File: src/rtl/deq_pkg.sv
`timescale 1ns / 1ps
// ----------------------------------------------------------------------------
// deq_pkg: shared types and constants for the double-ended queue
// Request and response payloads, decoded command kinds, status codes and
// the ring geometry; every file of the block but deq_ram imports it.
// ----------------------------------------------------------------------------
package deq_pkg;

   // Ring geometry (power of two, so index wrap is plain truncation)
   localparam int DEQ_DEPTH  = 16;
   localparam int DEQ_IDX_W  = $clog2(DEQ_DEPTH);
   localparam int DEQ_CNT_W  = $clog2(DEQ_DEPTH + 1);
   localparam int DEQ_WORD_W = 32;
   localparam int DEQ_OP_W   = 3;
   localparam int DEQ_STAT_W = 2;

   // Request opcodes
   localparam logic [DEQ_OP_W-1:0] OP_PUSH_FRONT = 3'd0;
   localparam logic [DEQ_OP_W-1:0] OP_PUSH_BACK  = 3'd1;
   localparam logic [DEQ_OP_W-1:0] OP_POP_FRONT  = 3'd2;
   localparam logic [DEQ_OP_W-1:0] OP_POP_BACK   = 3'd3;

   // Response status codes
   localparam logic [DEQ_STAT_W-1:0] STAT_DONE      = 2'd0;
   localparam logic [DEQ_STAT_W-1:0] STAT_UNDERFLOW = 2'd1;
   localparam logic [DEQ_STAT_W-1:0] STAT_DROPPED   = 2'd2;

   // Decoded command kind
   typedef enum logic [2:0] {
      KIND_NOP,
      KIND_PUSH_FRONT,
      KIND_PUSH_BACK,
      KIND_POP_FRONT,
      KIND_POP_BACK
   } deq_kind_type;

   typedef struct packed {
      logic [DEQ_OP_W-1:0]          opcode;
      logic signed [DEQ_WORD_W-1:0] value;
   } deq_req_type;

   typedef struct packed {
      logic signed [DEQ_WORD_W-1:0] front_word;
      logic signed [DEQ_WORD_W-1:0] back_word;
      logic [DEQ_CNT_W-1:0]         entry_count;
      logic                         is_empty;
      logic                         is_full;
      logic [DEQ_STAT_W-1:0]        status;
   } deq_rsp_type;

   // Command handed from the front end to the executor
   typedef struct packed {
      deq_kind_type                 kind;
      logic signed [DEQ_WORD_W-1:0] value;
   } deq_cmd_type;

endpackage

File: src/rtl/deq_ram.sv
`timescale 1ns / 1ps
// ----------------------------------------------------------------------------
// deq_ram: generic RAM, one write port, two registered read ports
// Read data updates only when rd_en is high and holds otherwise.
// ----------------------------------------------------------------------------
module deq_ram #(
   parameter int WIDTH = 32,
   parameter int DEPTH = 16
) (
   input  logic                     clock,
   input  logic                     wr_en,
   input  logic [$clog2(DEPTH)-1:0] wr_addr,
   input  logic [WIDTH-1:0]         wr_data,
   input  logic                     rd_en,
   input  logic [$clog2(DEPTH)-1:0] rd_addr_a,
   input  logic [$clog2(DEPTH)-1:0] rd_addr_b,
   output logic [WIDTH-1:0]         rd_data_a,
   output logic [WIDTH-1:0]         rd_data_b
);

   logic [WIDTH-1:0] mem_ff [DEPTH];

   // Write port
   always_ff @(posedge clock) begin
      if (wr_en) begin
         mem_ff[wr_addr] <= wr_data;
      end
   end

   // Registered read ports
   always_ff @(posedge clock) begin
      if (rd_en) begin
         rd_data_a <= mem_ff[rd_addr_a];
         rd_data_b <= mem_ff[rd_addr_b];
      end
   end

endmodule

File: src/rtl/deq_front.sv
`timescale 1ns / 1ps
// ----------------------------------------------------------------------------
// deq_front: request intake and decode
// Accepts requests, decodes the opcode into a command kind and holds the
// commands in a two-entry queue for the executor.
// ----------------------------------------------------------------------------
module deq_front (
   input  logic                 clock,
   input  logic                 reset,
   input  logic                 req_push,
   output logic                 req_full,
   input  deq_pkg::deq_req_type req_data,
   output logic                 cmd_valid,
   output deq_pkg::deq_cmd_type cmd_data,
   input  logic                 cmd_take
);
   import deq_pkg::*;

   deq_cmd_type slot_ff [2];
   logic        wr_ptr_ff;
   logic        wr_ptr_in;
   logic        rd_ptr_ff;
   logic        rd_ptr_in;
   logic [1:0]  fill_ff;
   logic [1:0]  fill_in;
   logic        push_xfer;
   logic        pop_xfer;
   deq_cmd_type decoded;

   // Opcode decode; unused codes behave as a no-op
   always_comb begin
      decoded.value = req_data.value;
      unique case (req_data.opcode)
         OP_PUSH_FRONT: decoded.kind = KIND_PUSH_FRONT;
         OP_PUSH_BACK:  decoded.kind = KIND_PUSH_BACK;
         OP_POP_FRONT:  decoded.kind = KIND_POP_FRONT;
         OP_POP_BACK:   decoded.kind = KIND_POP_BACK;
         default:       decoded.kind = KIND_NOP;
      endcase
   end

   assign req_full  = fill_ff[1];
   assign cmd_valid = (fill_ff != 2'd0);
   assign cmd_data  = slot_ff[rd_ptr_ff];
   assign push_xfer = req_push & ~req_full;
   assign pop_xfer  = cmd_take & cmd_valid;

   // Pointer and fill bookkeeping
   always_comb begin
      wr_ptr_in = push_xfer ? ~wr_ptr_ff : wr_ptr_ff;
      rd_ptr_in = pop_xfer ? ~rd_ptr_ff : rd_ptr_ff;
      fill_in   = fill_ff;
      if (push_xfer && !pop_xfer) begin
         fill_in = fill_ff + 2'd1;
      end else if (pop_xfer && !push_xfer) begin
         fill_in = fill_ff - 2'd1;
      end
   end

   always_ff @(posedge clock) begin
      if (reset) begin
         wr_ptr_ff <= 1'b0;
         rd_ptr_ff <= 1'b0;
         fill_ff   <= 2'd0;
      end else begin
         wr_ptr_ff <= wr_ptr_in;
         rd_ptr_ff <= rd_ptr_in;
         fill_ff   <= fill_in;
      end
   end

   // Command storage
   always_ff @(posedge clock) begin
      if (push_xfer) begin
         slot_ff[wr_ptr_ff] <= decoded;
      end
   end

endmodule

File: src/rtl/deq_back.sv
`timescale 1ns / 1ps
// ----------------------------------------------------------------------------
// deq_back: command executor
// Updates head and count, writes the slot RAM, reads the front and back
// words and loads the response register.
// ----------------------------------------------------------------------------
module deq_back (
   input  logic                 clock,
   input  logic                 reset,
   input  logic                 cmd_valid,
   input  deq_pkg::deq_cmd_type cmd_data,
   output logic                 cmd_take,
   output logic                 rsp_empty,
   input  logic                 rsp_pop,
   output deq_pkg::deq_rsp_type rsp_data
);
   import deq_pkg::*;

   typedef enum logic [2:0] {
      ST_IDLE = 3'b001,
      ST_READ = 3'b010,
      ST_DONE = 3'b100
   } deq_state_type;

   deq_state_type          state_ff;
   deq_state_type          state_in;
   logic [DEQ_IDX_W-1:0]   head_ff;
   logic [DEQ_IDX_W-1:0]   head_in;
   logic [DEQ_CNT_W-1:0]   count_ff;
   logic [DEQ_CNT_W-1:0]   count_in;
   logic [DEQ_STAT_W-1:0]  status_ff;
   logic [DEQ_STAT_W-1:0]  status_in;
   deq_rsp_type            rsp_ff;
   deq_rsp_type            rsp_in;
   logic                   rsp_valid_ff;
   logic                   rsp_valid_in;
   logic                   is_full;
   logic                   is_empty;
   logic                   wr_en;
   logic [DEQ_IDX_W-1:0]   wr_addr;
   logic                   rd_en;
   logic [DEQ_IDX_W-1:0]   tail_addr;
   logic [DEQ_WORD_W-1:0]  front_raw;
   logic [DEQ_WORD_W-1:0]  back_raw;
   logic                   rsp_free;

   assign is_full   = (count_ff == DEQ_CNT_W'(DEQ_DEPTH));
   assign is_empty  = (count_ff == '0);
   assign tail_addr = head_ff + count_ff[DEQ_IDX_W-1:0] - DEQ_IDX_W'(1);
   assign rsp_free  = ~rsp_valid_ff | rsp_pop;
   assign cmd_take  = (state_ff == ST_IDLE) & cmd_valid;
   assign rd_en     = (state_ff == ST_READ);

   // Execute: pointer/count update and slot write
   always_comb begin
      head_in   = head_ff;
      count_in  = count_ff;
      status_in = status_ff;
      wr_en     = 1'b0;
      wr_addr   = head_ff;
      if (cmd_take) begin
         status_in = STAT_DONE;
         unique case (cmd_data.kind)
            KIND_PUSH_FRONT: begin
               if (is_full) begin
                  status_in = STAT_DROPPED;
               end else begin
                  head_in  = head_ff - DEQ_IDX_W'(1);
                  wr_addr  = head_ff - DEQ_IDX_W'(1);
                  wr_en    = 1'b1;
                  count_in = count_ff + DEQ_CNT_W'(1);
               end
            end
            KIND_PUSH_BACK: begin
               if (is_full) begin
                  status_in = STAT_DROPPED;
               end else begin
                  wr_addr  = head_ff + count_ff[DEQ_IDX_W-1:0];
                  wr_en    = 1'b1;
                  count_in = count_ff + DEQ_CNT_W'(1);
               end
            end
            KIND_POP_FRONT: begin
               if (is_empty) begin
                  status_in = STAT_UNDERFLOW;
               end else begin
                  head_in  = head_ff + DEQ_IDX_W'(1);
                  count_in = count_ff - DEQ_CNT_W'(1);
               end
            end
            KIND_POP_BACK: begin
               if (is_empty) begin
                  status_in = STAT_UNDERFLOW;
               end else begin
                  count_in = count_ff - DEQ_CNT_W'(1);
               end
            end
            default: begin
               status_in = STAT_DONE;
            end
         endcase
      end
   end

   // Sequencer: execute, read, then load the response
   always_comb begin
      state_in = state_ff;
      unique case (state_ff)
         ST_IDLE: if (cmd_take) state_in = ST_READ;
         ST_READ: state_in = ST_DONE;
         ST_DONE: if (rsp_free) state_in = ST_IDLE;
         default: state_in = ST_IDLE;
      endcase
   end

   // Response register
   always_comb begin
      rsp_in.front_word  = is_empty ? '0 : front_raw;
      rsp_in.back_word   = is_empty ? '0 : back_raw;
      rsp_in.entry_count = count_ff;
      rsp_in.is_empty    = is_empty;
      rsp_in.is_full     = is_full;
      rsp_in.status      = status_ff;
      rsp_valid_in       = rsp_valid_ff & ~rsp_pop;
      if ((state_ff == ST_DONE) && rsp_free) begin
         rsp_valid_in = 1'b1;
      end
   end

   always_ff @(posedge clock) begin
      if (reset) begin
         state_ff     <= ST_IDLE;
         head_ff      <= '0;
         count_ff     <= '0;
         status_ff    <= STAT_DONE;
         rsp_valid_ff <= 1'b0;
      end else begin
         state_ff     <= state_in;
         head_ff      <= head_in;
         count_ff     <= count_in;
         status_ff    <= status_in;
         rsp_valid_ff <= rsp_valid_in;
      end
   end

   always_ff @(posedge clock) begin
      if ((state_ff == ST_DONE) && rsp_free) begin
         rsp_ff <= rsp_in;
      end
   end

   assign rsp_empty = ~rsp_valid_ff;
   assign rsp_data  = rsp_ff;

   // Word storage
   deq_ram #(
      .WIDTH (DEQ_WORD_W),
      .DEPTH (DEQ_DEPTH)
   ) u_slots (
      .clock     (clock),
      .wr_en     (wr_en),
      .wr_addr   (wr_addr),
      .wr_data   (cmd_data.value),
      .rd_en     (rd_en),
      .rd_addr_a (head_ff),
      .rd_addr_b (tail_addr),
      .rd_data_a (front_raw),
      .rd_data_b (back_raw)
   );

endmodule

File: src/rtl/double_ended_queue_core.sv
`timescale 1ns / 1ps
// ----------------------------------------------------------------------------
// double_ended_queue_core: bounded double-ended queue of 32-bit words
//
// Requests enter through a queue-style port: an operation transfers at a
// clock edge with req_push high and req_full low. Each request carries an
// opcode (push front, push back, pop front, pop back, no-op) and a word.
// Every request gives exactly one response on the rsp_ port: front and back
// words (0 when empty), count, empty/full flags and a status. A response is
// on rsp_data while rsp_empty is low and transfers when rsp_pop is high.
//
// A response is loaded after its request passes the command queue and the
// executor sequence of update/write, registered RAM read, response load;
// the executor finishes one request before it takes the next.
// A two-entry command queue sits in front of the executor.
// Reset clears head, count, both queues and the response valid flag; the
// 16 word slots are not cleared and reach a response only once written.
// If the receiver stalls, the response holds, the executor waits and the
// command queue fills until req_full rises.
// ----------------------------------------------------------------------------
module double_ended_queue_core (
   input  logic                 clock,
   input  logic                 reset,
   input  logic                 req_push,
   output logic                 req_full,
   input  deq_pkg::deq_req_type req_data,
   output logic                 rsp_empty,
   input  logic                 rsp_pop,
   output deq_pkg::deq_rsp_type rsp_data
);
   import deq_pkg::*;

   logic        cmd_valid;
   logic        cmd_take;
   deq_cmd_type cmd_data;

   deq_front u_front (
      .clock     (clock),
      .reset     (reset),
      .req_push  (req_push),
      .req_full  (req_full),
      .req_data  (req_data),
      .cmd_valid (cmd_valid),
      .cmd_data  (cmd_data),
      .cmd_take  (cmd_take)
   );

   deq_back u_back (
      .clock     (clock),
      .reset     (reset),
      .cmd_valid (cmd_valid),
      .cmd_data  (cmd_data),
      .cmd_take  (cmd_take),
      .rsp_empty (rsp_empty),
      .rsp_pop   (rsp_pop),
      .rsp_data  (rsp_data)
   );

endmodule

File: config.mk
export PLATFORM = sky130hd
export DESIGN_NAME = double_ended_queue_core
export DESIGN_NICKNAME = d
export VERILOG_FILES = /design/src/rtl/deq_pkg.sv /design/src/rtl/deq_ram.sv /design/src/rtl/deq_front.sv /design/src/rtl/deq_back.sv /design/src/rtl/double_ended_queue_core.sv
export SDC_FILE = /design/constraint.sdc
export NUM_CORES = 1
export LEC_CHECK = 0
export BUFFER_PORTS_ARGS = -buffer_cell sky130_fd_sc_hd__buf_4
export CAP_MARGIN = 20
export CORE_MARGIN = 10
export CORE_UTILIZATION = 55
export CTS_BUF_LIST = sky130_fd_sc_hd__clkbuf_4 sky130_fd_sc_hd__clkbuf_8
export DETAILED_ROUTE_END_ITERATION = 8
export GPL_TIMING_DRIVEN = 0
export PLACE_DENSITY = 0.75
export SYNTH_ARGS = -nofsm -noshare
export SYNTH_HDL_FRONTEND = slang
export SYNTH_SLANG_ARGS = --single-unit
File: constraint.sdc
create_clock -name clock -period 8 [get_ports clock]
set_input_delay 1.2 -clock clock [delete_from_list [all_inputs] [get_ports clock]]
set_output_delay 1.2 -clock clock [all_outputs]
set_load 0.03 [all_outputs]
==> impl_metrics.env <==
export IMPL_worst_slack_ns=2.32
export IMPL_clock_path_buffers=3
export IMPL_skew_ns=0.0351
export IMPL_cp_required_ns=8.39
export IMPL_total_power_mw=14.6
export IMPL_start_util=0.557
export IMPL_routedWlPerCell_um=29.0
export IMPL_setup_viol_count_final=0
export IMPL_syn_area_per_cell_um2=18.7
export IMPL_drt_vias_per_instance=6.53
export IMPL_grt_overflow=0
export IMPL_dp_slack_ns=2.58
export IMPL_synth_area_um2=32200
export IMPL_grt_max_degree=53
export IMPL_port_buffer_count=113
export IMPL_dieArea_um2=68700
export IMPL_drv_cap=0
export IMPL_tightest_slew_ns=1.21
export IMPL_yosysWarnings=0
export IMPL_hp_start="u_back.count_ff[4]$_SDFFE_PP0P_"
export IMPL_cts_setup_buffers=0
export IMPL_synthArstFlopShare=0
export IMPL_powerDensity_nw_per_um2=390
export IMPL_cts_buffers=114
export IMPL_vdd_drop_max_mv=0.256
export IMPL_cp_data_arrival_time_ns=6.07
export IMPL_hp_class="register to register"
export IMPL_fin_nets=2112
export IMPL_ant_nets=0
export IMPL_grt_setup_unrepaired="false"
export IMPL_synth_cell_type_count=59
export IMPL_reg2reg_slack_ns=2.32
export IMPL_ys_seq_area_frac=0.682
export IMPL_cts_sinks=739
export IMPL_reg2reg_depth=13
export IMPL_whs_ns=0.439
export IMPL_fin_crit_sh=0.710
export IMPL_worstHoldEndpoint="u_back.rsp_data[8]$_DFFE_PP_"
export IMPL_grt_pass1_wl_um=125000
export IMPL_final_area_um2=37400
export IMPL_root_buffer="clkbuf_8"
export IMPL_clock_latency_ns=0.73
export IMPL_placed_cells=2701
export IMPL_setup_tns_ns=0
export IMPL_hold_viol_final=0
export IMPL_power_leakage_nw=12.1
export IMPL_critPathKind="register to register"
export IMPL_hold_buffers=0
export IMPL_placementRows=88
export IMPL_status="complete, no violations"
export IMPL_r2r_end="u_back.u_slots.mem_ff[12][22]$_DFFE_PP_"
export IMPL_drive_gt1_frac=0.314
export IMPL_fp_dieH_um=262
export IMPL_layout_min_cycle_time_ns=5.68
export IMPL_grt_pass1_vias=19582
export IMPL_ys_seq_elements=739
export IMPL_syn_instance_count=1723
export IMPL_drt_first_pass_iters=6
export IMPL_area_delta_synth_final_pct=16.1
export IMPL_grtUsageTotal=0.247
export IMPL_antenna_found_initial=6
export IMPL_fin_util=0.647
export IMPL_htreeDepth=3
export IMPL_cts_resized_gates=0
export IMPL_cp_max_fo=10
export IMPL_max_slew_margin_rel=0.192
export IMPL_synth_flop_cell="edfxtp_1"
export IMPL_vias=19085
export IMPL_clkTransAtPathRegs_ns=0.07
export IMPL_endpoint_kind="register"
export IMPL_core_area_um2=57900
export IMPL_cts_tree="built"
export IMPL_final_cells=2921
export IMPL_worstReg2RegStart="u_back.head_ff[0]$_SDFFE_PP0P_"
export IMPL_max_freq_ghz=0.176
export IMPL_io_pins=114
export IMPL_drtIter0Drc=2315
export IMPL_place_hpwl_um=59600
export IMPL_gp_congestion=0.858
export IMPL_synth_edff_count=719
export IMPL_drcViolationCount=0
export IMPL_holdPathStages=0
export IMPL_start_kind="register"
export IMPL_die_x_um=262
export IMPL_postPlaceCellArea_um2=35100
export IMPL_slew_viol_final=0
export IMPL_wl_um=84600
export IMPL_synth_net_count=1774
[where the power goes]
group          switching (mW)  internal, mW
registers              0.0975          4.96
logic                    3.85          2.60
clock network            1.48          1.62
[synthesized netlist by cell type (10+ instances only)]
| master | count | area (um2) |
|---|---|---|
| a221oi_1 | 62 | 543 |
| mux4_2 | 192 | 4320 |
| edfxtp_1 | 719 | 21600 |
| nor3_1 | 10 | 50.1 |
| ha_1 | 10 | 125 |
| o21ai_0 | 41 | 205 |
| a21oi_1 | 14 | 70.1 |
| mux2_2 | 35 | 394 |
| mux2i_1 | 231 | 2310 |
| nor4_1 | 10 | 62.6 |
| clkbuf_1 | 71 | 267 |
| inv_1 | 11 | 41.3 |
| and2_1 | 66 | 413 |
| a22oi_1 | 32 | 240 |
| dfxtp_1 | 20 | 400 |
| nand2_1 | 12 | 45.0 |
| buf_2 | 11 | 55.1 |
| nor2_1 | 49 | 184 |
| xnor2_1 | 10 | 87.6 |
| buf_1 | 26 | 97.6 |
[worst max-delay path: stages, from the launching register on]
cell and delay, ns:
dfxtp_1 0.36, buf_2 0.27, buf_1 0.93, buf_1 0.73, inv_1 0.11, ha_1 0.36, a21o_1 0.11, a21oi_1 0.10
or2_1 0.24, clkbuf_1 0.27, a2111oi_2 1.06, buf_4 0.31, buf_2 0.22, buf_2 0.27
[worst max-delay path by stage]
stage / from / to / slack, ns / depth (start not counted)
floorplan: u_back.head_ff[0]$_SDFFE_PP0P_ / u_back.u_slots.mem_ff[10][0]$_DFFE_PP_ / 0.11 / 9
global placement: u_back.head_ff[0]$_SDFFE_PP0P_ / u_back.u_slots.mem_ff[10][15]$_DFFE_PP_ / -7.52 / 9
detailed placement: u_back.head_ff[0]$_SDFFE_PP0P_ / u_back.u_slots.mem_ff[12][17]$_DFFE_PP_ / 2.58 / 13
CTS: u_back.head_ff[0]$_SDFFE_PP0P_ / u_back.u_slots.mem_ff[12][18]$_DFFE_PP_ / 2.56 / 13
global route: u_back.head_ff[0]$_SDFFE_PP0P_ / u_back.u_slots.mem_ff[13][22]$_DFFE_PP_ / 2.30 / 14
finish: u_back.head_ff[0]$_SDFFE_PP0P_ / u_back.u_slots.mem_ff[12][22]$_DFFE_PP_ / 2.32 / 13
[cells by family after synthesis]
kind of cell	count (synthesis)	synth area share
simple gates	187	0.0322
compound gates	192	0.0439
xor+xnor	13	0.00353
mux	459	0.218
fa+ha+maj	12	0.00512
flops	739	0.682
buf+inv	121	0.0147
[cell type report]
type / count / area (um2)
flip-flops and latches: 739 / 22000
fillers: 3986 / 20500
multi-input cells: 863 / 9920
repair buffers: 222 / 1870
clock buffers: 151 / 1870
well taps: 765 / 957
plain buffers: 109 / 430
clock inverters: 59 / 364
inverters: 12 / 45.0
diodes: 1 / 2.50
[flip-flops by register name (all words and copies together) (netlist names), named ones only]
signal and flops:
u_front.fill_ff 2, u_front.wr_ptr_ff 1, u_front.slot_ff 70, u_back.state_ff 3
u_back.rsp_data 73, u_back.status_ff 2, u_back.head_ff 4, u_back.u_slots.rd_data_b 32
u_back.count_ff 5, u_back.u_slots.rd_data_a 32, u_front.rd_ptr_ff 1, u_back.rsp_valid_ff 1
u_back.u_slots.mem_ff 512
[cells in the final DEF, fill, tap and decap left out, types with 4 or more instances in the layout]
cell type / count
a2111oi_2: 6
a211oi_1: 5
a21oi_1: 14
a221oi_1: 62
a22oi_1: 32
and2_1: 65
buf_1: 26
buf_16: 6
buf_2: 19
buf_4: 185
buf_6: 13
buf_8: 9
clkbuf_1: 71
clkbuf_4: 34
clkbuf_8: 117
clkinv_1: 27
clkinv_2: 24
dfxtp_1: 20
edfxtp_1: 719
ha_1: 10
inv_1: 11
mux2_2: 35
mux2i_1: 231
mux4_2: 192
nand2_1: 12
nand3_1: 7
nor2_1: 49
nor2b_1: 4
nor3_1: 10
nor4_2: 8
o211ai_1: 4
o21a_1: 4
o21ai_0: 41
or3_1: 7
xnor2_1: 9
[layer usage]
layer	wire length (um)	up-vias	GRT usage	share of wire
li1	-	7898	-	-
met5	41	-	0	0.00048
met2	42000	1183	0.408	0.50
met3	8560	234	0.0513	0.10
met1	30900	9764	0.318	0.37
met4	3090	6	0.101	0.037
(Power assumes the default switching activity.)
